`config.mk`:
```
export PLATFORM = sky130hd
export DESIGN_NAME = msaa_fifo
export DESIGN_NICKNAME = d
export VERILOG_FILES = /design/src/rtl/msaa_fifo.sv
export SDC_FILE = /design/constraint.sdc
export NUM_CORES = 1
export LEC_CHECK = 0
export ABC_AREA = 1
export ABC_CLOCK_PERIOD_IN_PS = 1300
export BUFFER_PORTS_ARGS = -buffer_cell sky130_fd_sc_hd__buf_2
export CORE_UTILIZATION = 46
export DETAILED_ROUTE_END_ITERATION = 8
export GPL_ROUTABILITY_DRIVEN = 0
export PLACE_DENSITY_LB_ADDON = 0.3
export SLEW_MARGIN = 5
export SYNTH_ARGS = -nofsm -noshare
export SYNTH_HDL_FRONTEND = slang
export SYNTH_SLANG_ARGS = --single-unit
```
`constraint.sdc`:
```
create_clock -name clk -period 1.3 [get_ports clk]
set_clock_uncertainty 0.15 [all_clocks]
set_input_delay 0.13 -clock clk [delete_from_list [all_inputs] [get_ports clk]]
set_output_delay 0.13 -clock clk [all_outputs]
set_load 0.05 [all_outputs]
```
`src/rtl/msaa_fifo.sv`:
```
// ============================================================================
// msaa_fifo
// Small span queue between intake and line-buffer update.
// ============================================================================
module msaa_fifo #(
    parameter int DATA_W = 8,
    parameter int DEPTH  = 4
) (
    input  logic              clk,
    input  logic              rst_n,
    input  logic              push,
    input  logic [DATA_W-1:0] push_data,
    input  logic              pop,
    output logic [DATA_W-1:0] pop_data,
    output logic              full,
    output logic              empty
);
    localparam int PTR_W = (DEPTH > 1) ? $clog2(DEPTH) : 1;
    localparam int CNT_W = $clog2(DEPTH + 1);

    logic [DATA_W-1:0] slot_reg [DEPTH];
    logic [PTR_W-1:0]  wr_ptr_reg, rd_ptr_reg;
    logic [CNT_W-1:0]  count_reg;

    assign full     = (count_reg == CNT_W'(DEPTH));
    assign empty    = (count_reg == '0);
    assign pop_data = slot_reg[rd_ptr_reg];

    always_ff @(posedge clk)
    begin
        if (push)
            slot_reg[wr_ptr_reg] <= push_data;
    end

    always_ff @(posedge clk or negedge rst_n)
    begin
        if (!rst_n)
        begin
            wr_ptr_reg <= '0;
            rd_ptr_reg <= '0;
            count_reg  <= '0;
        end
        else
        begin
            if (push)
                wr_ptr_reg <= (wr_ptr_reg == PTR_W'(DEPTH - 1)) ? '0 : wr_ptr_reg + 1'b1;
            if (pop)
                rd_ptr_reg <= (rd_ptr_reg == PTR_W'(DEPTH - 1)) ? '0 : rd_ptr_reg + 1'b1;
            if (push && !pop)
                count_reg <= count_reg + 1'b1;
            else if (pop && !push)
                count_reg <= count_reg - 1'b1;
        end
    end

endmodule

```
# Yosys cells after proc, flatten, opt, wreduce, memory -nomap -nowiden
# Memories as Yosys holds them, arrays and structs flattened.
# Cells that the tools add are included.
# word_totals
reg_bits	7
mem_bits_rw	32
in_bits	12
out_inout_bits	10
wordCells	23
mem_count	1
# memory_table
name	depth	width	rd	rd_ports_with_merged_regs	wr	line	source
slot_reg	4	8	1	0	1	21	logic [DATA_W-1:0] slot_reg [DEPTH];
# op_classes
add_sub_neg	4
eq_ne	3
mux	6
n_reduce_logical	6
# ops
cell	count
$mux 3	2
$add 2x1->2 const B	2
$eq 2x2->1 const B	2
$mux 2	2
$add 3x1->3 const B	1
$eq 3x3->1 const B	1
$logic_not 3->1	1
$sub 3x1->3 const B	1
$logic_and 1x1->1	2
$logic_not 1->1	2
$mux 1	2
$reduce_bool 2->1	1

# Depth between registers and ports, before layout
# logic_depth
depth_word	4
ltp_mapped	9
depth_no_buf	9

# Worst setup path after synthesis
# No wires, ideal clock.
# synth_path
path_type	register to output
start	reg count_reg[0]
end	out full
t_arrival_ns	1.513
required_ns	1.020
setup_slack_ns	-0.493
path_stages_with_launch	2
path_buffers	0
path_cell_list	dfrtp_1 -> nor3_1
# synth_via
elab_chain_len	1
# synth_lines
item	line	source
start: declaration	23	logic [CNT_W-1:0] count_reg;
start signal: assignment	50	count_reg <= count_reg + 1'b1;
start signal: assignment	52	count_reg <= count_reg - 1'b1;
$eq 3x3->1	25	assign full = (count_reg == CNT_W'(DEPTH));
end: declaration	15	output logic full,
# Every way passes these cells.

# Final worst setup path
# layout_path
start	reg rd_ptr_reg[0]
end	out pop_data[3]
# layout_via
elab_chain_len	1
# layout_lines
item	line	source
start: declaration	22	logic [PTR_W-1:0] wr_ptr_reg, rd_ptr_reg;
start signal: assignment	48	rd_ptr_reg <= (rd_ptr_reg == PTR_W'(DEPTH - 1)) ? '0 : rd_ptr_reg + 1'b1;
$mem_v2 4x8	-	
end: declaration	14	output logic [DATA_W-1:0] pop_data,
# Every way passes these cells.

==> flow_metrics.tcl <==
set metrics [dict create \
    synth_cell_type_count 17 \
    worstSkewPairLatency_ps 270 \
    crit_arrival_ps 1320 \
    post_drt_wl_per_cell_um 13.53 \
    io_buffers 21 \
    async_flop_share_pct 17.95 \
    cp_data_required_time_ps 1020 \
    crit_chain "inv_2 > buf_12 > nand2_1 > o211ai_1 > nand2_2 > buf_6" \
    hold_viol 0 \
    hold_class "in -> reg" \
    yosys-top-cells-area "edfxtp_1 56%, dfrtp_1 10%, nand2_1 8.4%" \
    drc 0 \
    fmax_ghz 0.6236 \
    grt_max_degree 18 \
    switching_power_mw 2.356 \
    violations "negative setup slack" \
    fin_ws_ps -303.7 \
    power_leakage_nw 1.042 \
    ios 22 \
    routed_wl_mm 3.289 \
    die_w_um 62.85 \
    dpl_worst_slack_ps -200.0 \
    drv_cap 0 \
    worst_slew_pin_slew_ps 220.9 \
    first_global_vias 1248 \
    dp.cells 222 \
    final_common_cell "edfxtp_1" \
    finalCritPeriodShare_pct 123.4 \
    diodes 0 \
    cts_sinks 39 \
    grt_antenna_before_repair 0 \
    clk_pin_slew_worst_paths_ps 60 \
    nets 215 \
    ant_nets 0 \
    dieArea_um2 3949 \
    max_slew_margin_pct 85.21 \
    crit_type "reg -> out" \
    power_mw 5.766 \
    cp-start-kind "flop" \
    cp_slowest_cell "dfrtp_1" \
    drt_iter0_markers 54 \
    htree_levels 2 \
    die_h_um 62.85 \
    tritoncts "done" \
    syn_to_final_growth_pct 44.23 \
    synth_edf_count 32 \
    vdd_drop_max_uv 1111 \
    synth_nets 163 \
    synthCells 144 \
    ys_ff_latch 39 \
    place_area_um2 2042 \
    stdcell_area_um2 2456 \
    crit_family "buffers and inverters" \
    dpl.hpwl_mm 2.194 \
    cp-end-kind "primary output" \
    seq_area_um2 1139 \
    p_comb_share_pct 55.2 \
    largest_register_ffs 32 \
    whs_path_depth 3 \
    vias 1158 \
    rsz0062_at_grt "yes" \
    cts_buffers 5 \
    clockPowerShare_pct 12.6 \
    synth_seq_area_share_pct 66.72 \
    grt_pass1_wl_mm 5.595 \
    finalMaxSlewViolations 0 \
    period_minus_slack_ps 1604 \
    start_util_pct 49.47 \
    vias_per_cell 4.765 \
    syn_area_per_cell_um2 11.83 \
    row_count 21 \
    root_buffer "clkbuf_8" \
    grtUsageTotal_pct 19.02 \
    power.density_nw_per_um2 2347 \
    fill_cells 240 \
    worst_path_largest_cell_delay_ps 390 \
    setup_violations 28 \
    path_max_fanout 16 \
    grt_overflow 0 \
    mostFrequentLayoutCells "32 x edfxtp_1, 23 x nand2_1, 20 x inv_1, 20 x buf_6, 16 x o211ai_1" \
    seqPwrFrac_pct 32.3 \
    dr.pass1.iters 4 \
    core_area_um2 3442 \
    clockBufferDepth 2 \
    synth_warnings 0 \
    final_cells 243 \
    synth_largest_area_cell "edfxtp_1" \
    netlist_area_um2 1703 \
    intPower_mw 3.409 \
    r2r_cells 6 \
    cp.depth 6 \
    sw_frac_of_total_pct 40.87 \
    post_route_cells_drive_above_1_share_pct 41.62 \
    synth_top_cell_area_share_pct 56.43 \
    outcome "finished, violations left" \
    worst-path-buf-inv 3 \
    ys.flop_type "edfxtp_1" \
    whs_ps 12.54 \
    multiInputGateArea_um2 558.0 \
]
-- tightest hold or removal path, cell delays in order --
cell and delay [ps]:
buf_2 90, buf_4 120, o21ai_2 60
-- path summary, 6_finish.rpt --
kind	startpoint	endpoint	slack (ps)
max in group asynchronous	rst_n	wr_ptr_reg[1]	770
min in group asynchronous	rst_n	wr_ptr_reg[0]	60
min	pop	rd_ptr_reg[1]	10
max reg2reg	count_reg[1]	count_reg[2]	-110
max	rd_ptr_reg[0]	pop_data[3]	-300
min reg2reg	count_reg[2]	count_reg[2]	450
-- final cells by class --
class | count | area share (%)
Multi-Input combinational cell | 72 | 22.72
Sequential cell | 39 | 46.36
Timing Repair Buffer | 49 | 20.38
Clock buffer | 8 | 3.260
Tap cell | 46 | 2.343
Inverter | 29 | 4.941
-- metrics by stage --
step                      TNS [ps]  util (%)
final                        -3460     71.36
after global routing         -4800     71.36
after detailed placement     -2080     59.32
after CTS                    -4005     68.92
after global placement      -842.2     59.32
after floorplan             -216.5         -
-- synthesized netlist by cell type, types with 2 or more instances --
cell type / instances
nand2_1: 38
edfxtp_1: 32
inv_1: 27
o211ai_1: 16
dfrtp_1: 7
ha_1: 6
o21ai_0: 4
buf_6: 3
inv_2: 2
nor3_1: 2
-- kinds of logic after synthesis --
group                    count (synthesis)  synth area share, %
AND/OR/NAND/NOR                         43                9.846
flip-flops                              39                66.72
buffers and inverters                   33                8.817
AO/OA/AOI/OAI                           21                8.523
adder cells (fa/ha/maj)                  7                5.584
XOR/XNOR                                 1               0.5144
-- power groups by stage --
stage | Combinational (mW) | Clock [mW] | Sequential [mW]
after floorplan | 1.66 | 0 | 1.81
after global placement | 2.33 | 0 | 1.80
after detailed placement | 2.41 | 0 | 1.82
after CTS | 2.97 | 0.745 | 1.82
after global routing | 3.43 | 0.800 | 1.89
final | 3.18 | 0.724 | 1.86
-- routing by layer --
layer / part of all wire, % / vias up / routed length [um] / GRT usage (%)
li1: - / 590 / - / -
met1: 39 / 545 / 1278 / 19.66
met2: 58 / 21 / 1904 / 37.91
met3: 2.6 / 2 / 84 / 4.380
met4: 0.64 / 0 / 21 / 4.360
met5: 0 / - / 0 / 0
-- what timing repair did --
| item | 4_1_cts | 5_1_grt |
|---|---|---|
| setup buffers | 2 | 2 |
| hold buffers | 9 | 0 |
| cloned | 0 | 1 |
| pin swaps | 5 | 5 |
| resized for setup | 44 | 26 |
| setup endpoints to repair | 35 | 45 |
| hold endpoints to repair | 39 | 0 |
Note: power is estimated with default switching activity, not from simulation.
