## src/rtl/msaa_pkg.sv

```systemverilog
// ============================================================================
// msaa_pkg
// Shared types and constants for the multisample box resolve.
// ============================================================================
package msaa_pkg;

    // Channel and sum widths, sized for the largest supported scale of 8
    localparam int CH_W   = 8;
    localparam int NUM_CH = 4;
    localparam int SPAN_W = 11;     // up to 8 samples of 255
    localparam int SUM_W  = 14;     // up to 64 samples of 255
    localparam int ROW_W  = 10;
    localparam int COL_W  = 10;

    localparam int MAX_HEIGHT      = 1024;
    localparam int DEF_MAX_WIDTH   = 1024;
    localparam int DEF_MAX_SCALE   = 8;

    // Configuration registers
    localparam int CFG_ADDR_W = 4;
    localparam int CFG_DATA_W = 32;
    localparam int CFG_REG_W  = 11;
    localparam int SCALE_REG_W = 4;

    localparam logic [1:0] REG_WIDTH  = 2'd0;
    localparam logic [1:0] REG_HEIGHT = 2'd1;
    localparam logic [1:0] REG_SCALE  = 2'd2;

    localparam logic [CFG_REG_W-1:0]   RST_WIDTH  = 11'd640;
    localparam logic [CFG_REG_W-1:0]   RST_HEIGHT = 11'd480;
    localparam logic [SCALE_REG_W-1:0] RST_SCALE  = 4'd1;

    // One horizontal span of a square, handed from front to back
    typedef struct packed {
        logic [NUM_CH-1:0][SPAN_W-1:0] span;
        logic [ROW_W-1:0]              row;
        logic                          first_sub;   // top sub-row of the square
        logic                          last_sub;    // bottom sub-row of the square
        logic                          frame_last;  // last pixel of the frame
    } msaa_span_t;

endpackage

```

## src/rtl/msaa_front.sv

```systemverilog
// ============================================================================
// msaa_front
// Sample intake: tracks the sample position and sums each horizontal span.
// ============================================================================
module msaa_front #(
    parameter int X_W  = 10,
    parameter int SX_W = 3
) (
    input  logic                                        clk,
    input  logic                                        rst_n,
    input  logic                                        restart,
    input  logic [X_W-1:0]                              w_last,
    input  logic [msaa_pkg::ROW_W-1:0]                  h_last,
    input  logic [SX_W-1:0]                             s_last,
    input  logic                                        s_tvalid,
    output logic                                        s_tready,
    input  logic [msaa_pkg::NUM_CH-1:0][msaa_pkg::CH_W-1:0] sample,
    input  logic                                        fifo_full,
    output logic                                        push,
    output logic [X_W-1:0]                              push_x,
    output msaa_pkg::msaa_span_t                        push_span
);
    import msaa_pkg::*;

    logic [SX_W-1:0]  sx_reg, sx_next;
    logic [X_W-1:0]   x_reg, x_next;
    logic [SX_W-1:0]  sy_reg, sy_next;
    logic [ROW_W-1:0] y_reg, y_next;
    logic [NUM_CH-1:0][SPAN_W-1:0] span_reg, span_next;
    logic accept;
    logic span_end;

    assign s_tready = !fifo_full;
    assign accept   = s_tvalid && s_tready;
    assign span_end = (sx_reg == s_last);
    assign push     = accept && span_end;

    always_comb
    begin
        for (int c = 0; c < NUM_CH; c++)
        begin
            if (sx_reg == '0)
                span_next[c] = SPAN_W'(sample[c]);
            else
                span_next[c] = span_reg[c] + SPAN_W'(sample[c]);
        end
    end

    always_comb
    begin
        sx_next = sx_reg;
        x_next  = x_reg;
        sy_next = sy_reg;
        y_next  = y_reg;
        if (accept)
        begin
            if (!span_end)
                sx_next = sx_reg + 1'b1;
            else
            begin
                sx_next = '0;
                if (x_reg != w_last)
                    x_next = x_reg + 1'b1;
                else
                begin
                    x_next = '0;
                    if (sy_reg != s_last)
                        sy_next = sy_reg + 1'b1;
                    else
                    begin
                        sy_next = '0;
                        y_next  = (y_reg == h_last) ? '0 : y_reg + 1'b1;
                    end
                end
            end
        end
    end

    assign push_x               = x_reg;
    assign push_span.span       = span_next;
    assign push_span.row        = y_reg;
    assign push_span.first_sub  = (sy_reg == '0);
    assign push_span.last_sub   = (sy_reg == s_last);
    assign push_span.frame_last = (x_reg == w_last) && (y_reg == h_last);

    always_ff @(posedge clk or negedge rst_n)
    begin
        if (!rst_n)
        begin
            sx_reg   <= '0;
            x_reg    <= '0;
            sy_reg   <= '0;
            y_reg    <= '0;
            span_reg <= '0;
        end
        else if (restart)
        begin
            sx_reg   <= '0;
            x_reg    <= '0;
            sy_reg   <= '0;
            y_reg    <= '0;
            span_reg <= '0;
        end
        else
        begin
            sx_reg <= sx_next;
            x_reg  <= x_next;
            sy_reg <= sy_next;
            y_reg  <= y_next;
            if (accept)
                span_reg <= span_next;
        end
    end

endmodule

```

## config.mk

```make
export PLATFORM = sky130hd
export DESIGN_NAME = msaa_front
export DESIGN_NICKNAME = d
export VERILOG_FILES = /design/src/rtl/msaa_pkg.sv /design/src/rtl/msaa_front.sv
export SDC_FILE = /design/constraint.sdc
export NUM_CORES = 1
export LEC_CHECK = 0
export BUFFER_PORTS_ARGS = -buffer_cell sky130_fd_sc_hd__buf_4
export CAP_MARGIN = 10
export CORE_ASPECT_RATIO = 1.1
export CORE_MARGIN = 3
export CORE_UTILIZATION = 55
export CTS_BUF_LIST = sky130_fd_sc_hd__clkbuf_8 sky130_fd_sc_hd__clkbuf_16
export DETAILED_ROUTE_END_ITERATION = 10
export GPL_TIMING_DRIVEN = 0
export PLACE_DENSITY = 0.81
export SYNTH_ARGS = -nofsm -noshare
export SYNTH_HDL_FRONTEND = slang
export SYNTH_SLANG_ARGS = --single-unit
```

## constraint.sdc

```tcl
create_clock -name clk -period 2.3 [get_ports clk]
set_input_delay 0.115 -clock clk [delete_from_list [all_inputs] [get_ports clk]]
set_output_delay 0.115 -clock clk [all_outputs]
set_load 0.02 [all_outputs]
```

* Yosys cells after proc, flatten, opt, wreduce, memory -nomap -nowiden
Cells that the tools add are included.
Storage, ports and cells: input bits 60, flip-flop bits (word level) 70, output and inout port bits 69
Cells by class: equal/unequal tests 8, reductions and logical operators 11, $add $sub $neg 8, muxes and demuxes 24
Operator list (number):
- 2-to-1 mux 10 bit | 10
- 2-to-1 mux 44 bit | 2
- adder 11 x 8 -> 11 bit | 4
- 2-to-1 mux 11 bit | 4
- 2-to-1 mux 3 bit | 8
- adder 10 x 1 -> 10 bit (second input constant) | 2
- equality test 10 bit | 2
- != test 10 bit | 1
- adder 3 x 1 -> 3 bit (second input constant) | 2
- equality test 3 bit | 2
- logical NOT 3 bit | 2
- != test 2 bit (second input constant) | 2
- AND reduction 4 bit | 1
- nonzero test 2 bit | 2
- logical AND 1 bit | 3
- != test 3 bit | 1
- AND reduction 3 bit | 1
- AND reduction 2 bit | 1
- logical NOT 1 bit | 1

* Longest topological paths before layout
depth in word-level cells 7, gate-level depth with buffers 8

* Worst setup path before layout
No wires, ideal clock.
kind reg-to-reg, start reg span_reg[33] (netlist name), end reg span_reg[39] (netlist name), required time 2.232 ns, cell stages (with the launch flop) 8, buffers on the path 0, setup time 0.068 ns, path slack -0.021 ns, arrival time 2.253 ns, period minus slack after synthesis 2.321 ns, cells stage by stage dfrtp_1 ha_1 fa_1 a21oi_1 o2111ai_1 xnor2_1 o21ai_0 a22o_1
RTL lines:
- start, declared | line msaa_front.sv:29 | logic [NUM_CH-1:0][SPAN_W-1:0] span_reg, span_next;
- start signal, assigned | line msaa_front.sv:111 | span_reg <= span_next;

==> impl_metrics.csv <==
group,metric,value,unit
setup_path,path_max_fanout,3,
yosys,synth_edf_count,0,
finish,fin_area,8060,um2
clocking,root_buffer,"clkbuf_8",
finish,synthToLayoutAreaGrowth,48.1,%
setup_path,cp-start-kind,"flip-flop",
yosys,synthTopCellsByArea,"dfrtp_1, ha_1, nand2_1",
floorplanning,die_w,101,um
drt,drt-initial-drc-count,723,
sta,finalCritPeriodShare,117,%
sta,finalHoldViolations,0,
power_and_ir_drop,power_density,501,nW/um2
power_and_ir_drop,vdd_drop_max,0.336,mV
min_path,min_path_type,"input port to flip-flop",
floorplanning,design.die.area,11100,um2
finish,largest_reg_flops,44,
global_route,grt_max_degree,71,
clocking,cts_max_path_buffers,2,
setup_path,cp_cell_sequence,"buf_6 -> fa_2 -> a21oi_4 -> buf_4 -> o2111ai_2 -> xnor2_1 -> o21ai_2 -> buf_6",
yosys,ys_warn_count,0,
sta,final-setup-viol-count,25,
sta,fmax,0.370,GHz
yosys,async_flop_share,100,%
drt,vias,6395,
yosys,synth_flop_cell,"dfrtp_1",
finish,multi_input_area,4190,um2
finish,layout_common_cells,"buf_4, nand2_1, dfrtp_1",
yosys,netlist_instances,640,
setup_path,crit_type,"flip-flop to primary output",
setup_path,cp_top_family,"compound AO/OA/AOI/OAI gates",
global_route,grt_pass1_wl,28800,um
finish,fin_nets,938,
finish,n_fill_cell,480,
global_route,antenna_found_initial,0,
yosys,synth_area_per_cell,8.51,um2
floorplanning,start_util,57.4,%
drt,drc,0,
setup_path,cp_common_cell,"buf_6",
setup_path,cp.arrival,2590,ps
drt,drt_pass1_iterations,6,
sta,max_slew_margin,35.1,%
run,cap_violations,0,
floorplanning,coreArea,9490,um2
global_route,grt_pass1_vias,6082,
place,gp_congestion,0.885,
global_route,grt_util_all_layers,32.7,%
sta,slew_violations,0,
finish,register_area,1750,um2
sta,setup_tns,-3860,ps
setup_path,path_buf_inv,3,
drt,finalWirelength,21200,um
place,port_buffers,128,
setup_path,crit_required,2180,ps
sta,max_slew.worst_pin.slew,969,ps
floorplanning,die_h,110,um
drt,viasPerCell,6.68,
setup_path,worst_path_largest_cell_delay,450,ps
finish,utilization,85.0,%
sta,rsz0062_at_grt,"true",
place,dp_hpwl,11800,um
clocking,cts_made_buffers,9,
clocking,path_clk_slew,90,ps
sta,fin_skew,13.3,ps
clocking,clk_latency,380,ps
run_status,failed_checks,"negative setup slack",
drt,ant_nets,0,
finish,drive_above_1_share,38.9,%
run_status,status,"finished with violations",
yosys,ys_seq_area_share,32.2,%
floorplanning,num_io_pins,129,
floorplanning,fp-row-count,37,
yosys,yosysUniqueCellTypes,47,
clocking,htreeDepth,3,
yosys,netlist.area_leader.share,32.2,%
clocking,cts_tree,"yes",
finish,layout_commonest_cell,"buf_4",
setup_path,cp-end-kind,"primary output",
yosys,syn-num-nets,742,
setup_path,critPathSlowestCell,"dfrtp_1",
sta,fin_ws,-402,ps
sta,fin_crit,2700,ps
place,post_dp_cell_area,6550,um2
drt,wire_per_inst,22.1,um
global_route,grt_remaining_overflow,0,
finish,num_antenna_cells,0,
yosys,synth_seq_cells,70,
clocking,cts.sinks,70,
power_and_ir_drop,p_leak,3.63,nW
yosys,synth_top_area_cell,"dfrtp_1",
yosys,synthesis.area,5450,um2
## kinds of logic (layout without fill, tap and decap cells)
| group | Yosys count | in the layout | synth area share, % |
|---|---|---|---|
| xor gates and xnor gates | 61 | 61 | 10.4 |
| buffers and inverters | 58 | 259 | 4.18 |
| and+or+nand+nor | 230 | 230 | 19.6 |
| AOI/OAI and AO/OA | 168 | 168 | 21.4 |
| muxes | 11 | 11 | 2.09 |
| adders and majority gates | 42 | 42 | 10.2 |
| DFF | 70 | 70 | 32.2 |
## cells in the mapped netlist (4+ instances only)
library cell	n
xor2_1	29
or4_1	9
nand3_1	20
xnor2_2	4
o2111ai_1	11
nand4_1	11
a22o_1	26
nor3_1	19
nor2_1	45
inv_1	31
dfrtp_1	70
o221ai_1	4
ha_1	38
a21o_1	5
a31oi_1	5
nor2b_1	5
buf_1	4
a221oi_2	5
o22ai_1	6
xnor2_1	28
a21oi_1	18
a211oi_1	9
fa_1	4
o21ai_0	53
and3_1	7
nand2_1	99
o211ai_1	14
or3_1	4
mux2i_1	8
clkbuf_1	20
## area by class of cell
cell class,count,area share (%)
Buffer,25,2.08
Clock buffer,10,1.71
Clock inverter,6,1.06
Inverter,31,1.44
Multi-Input combinational cell,512,52.0
Sequential cell,70,21.8
Tap cell,117,1.82
Timing Repair Buffer,187,18.2
## power breakdown
group	internal, mW	switching [mW]
combinational	0.672	0.853
clock	0.637	0.559
sequential	1.27	0.0471
## repair_timing
| action | in CTS | in global routing |
|---|---|---|
| pin swaps | 45 | 53 |
| setup buffers | 29 | 32 |
| endpoints found under the hold margin | 70 | 0 |
| hold buffers | 1 | 0 |
| gates resized for setup | 128 | 63 |
| setup endpoints to repair | 60 | 34 |
## routing by layer
metal / GRT usage (%) / up-vias / share of wire [%] / wire (um)
li1: - / 2705 / - / -
met1: 38.5 / 3060 / 35 / 7380
met2: 57.3 / 481 / 49 / 10300
met3: 5.29 / 149 / 10 / 2190
met4: 17.0 / 0 / 6.2 / 1320
met5: 0 / - / 0 / 0
## worst reg2reg max path, delay by kind of cell, from the launching register on
kind | cells | cell delay (ps)
simple gates | 3 | 690
buf+inv | 4 | 580
compound gates | 2 | 470
flops | 1 | 420
fa+ha+maj | 1 | 290
## through the flow
stage	cells	hold slack, ps	setup WS, ps	power (mW)
final	958	94.2	-402	4.04
after global routing	958	114	-437	4.16
after global placement	885	312	-299	2.36
after CTS	929	78.9	-129	3.75
after detailed placement	885	315	-330	2.39
after floorplan	640	-181	9.57	1.97
## worst paths after layout
path / from / to / slack [ps] / cells past startpoint
max in group asynchronous: rst_n / sx_reg[1] / 1210 / 2
worst min-delay path: sample[13] / span_reg[16] / 90 / 3
worst max register to register: span_reg[25] / span_reg[30] / -240 / 10
worst max-delay path: span_reg[23] / push_span[41] / -400 / 8
worst min register to register: span_reg[10] / span_reg[10] / 520 / 2
min in group asynchronous: rst_n / span_reg[16] / 420 / 2
(Power assumes the default switching activity.)
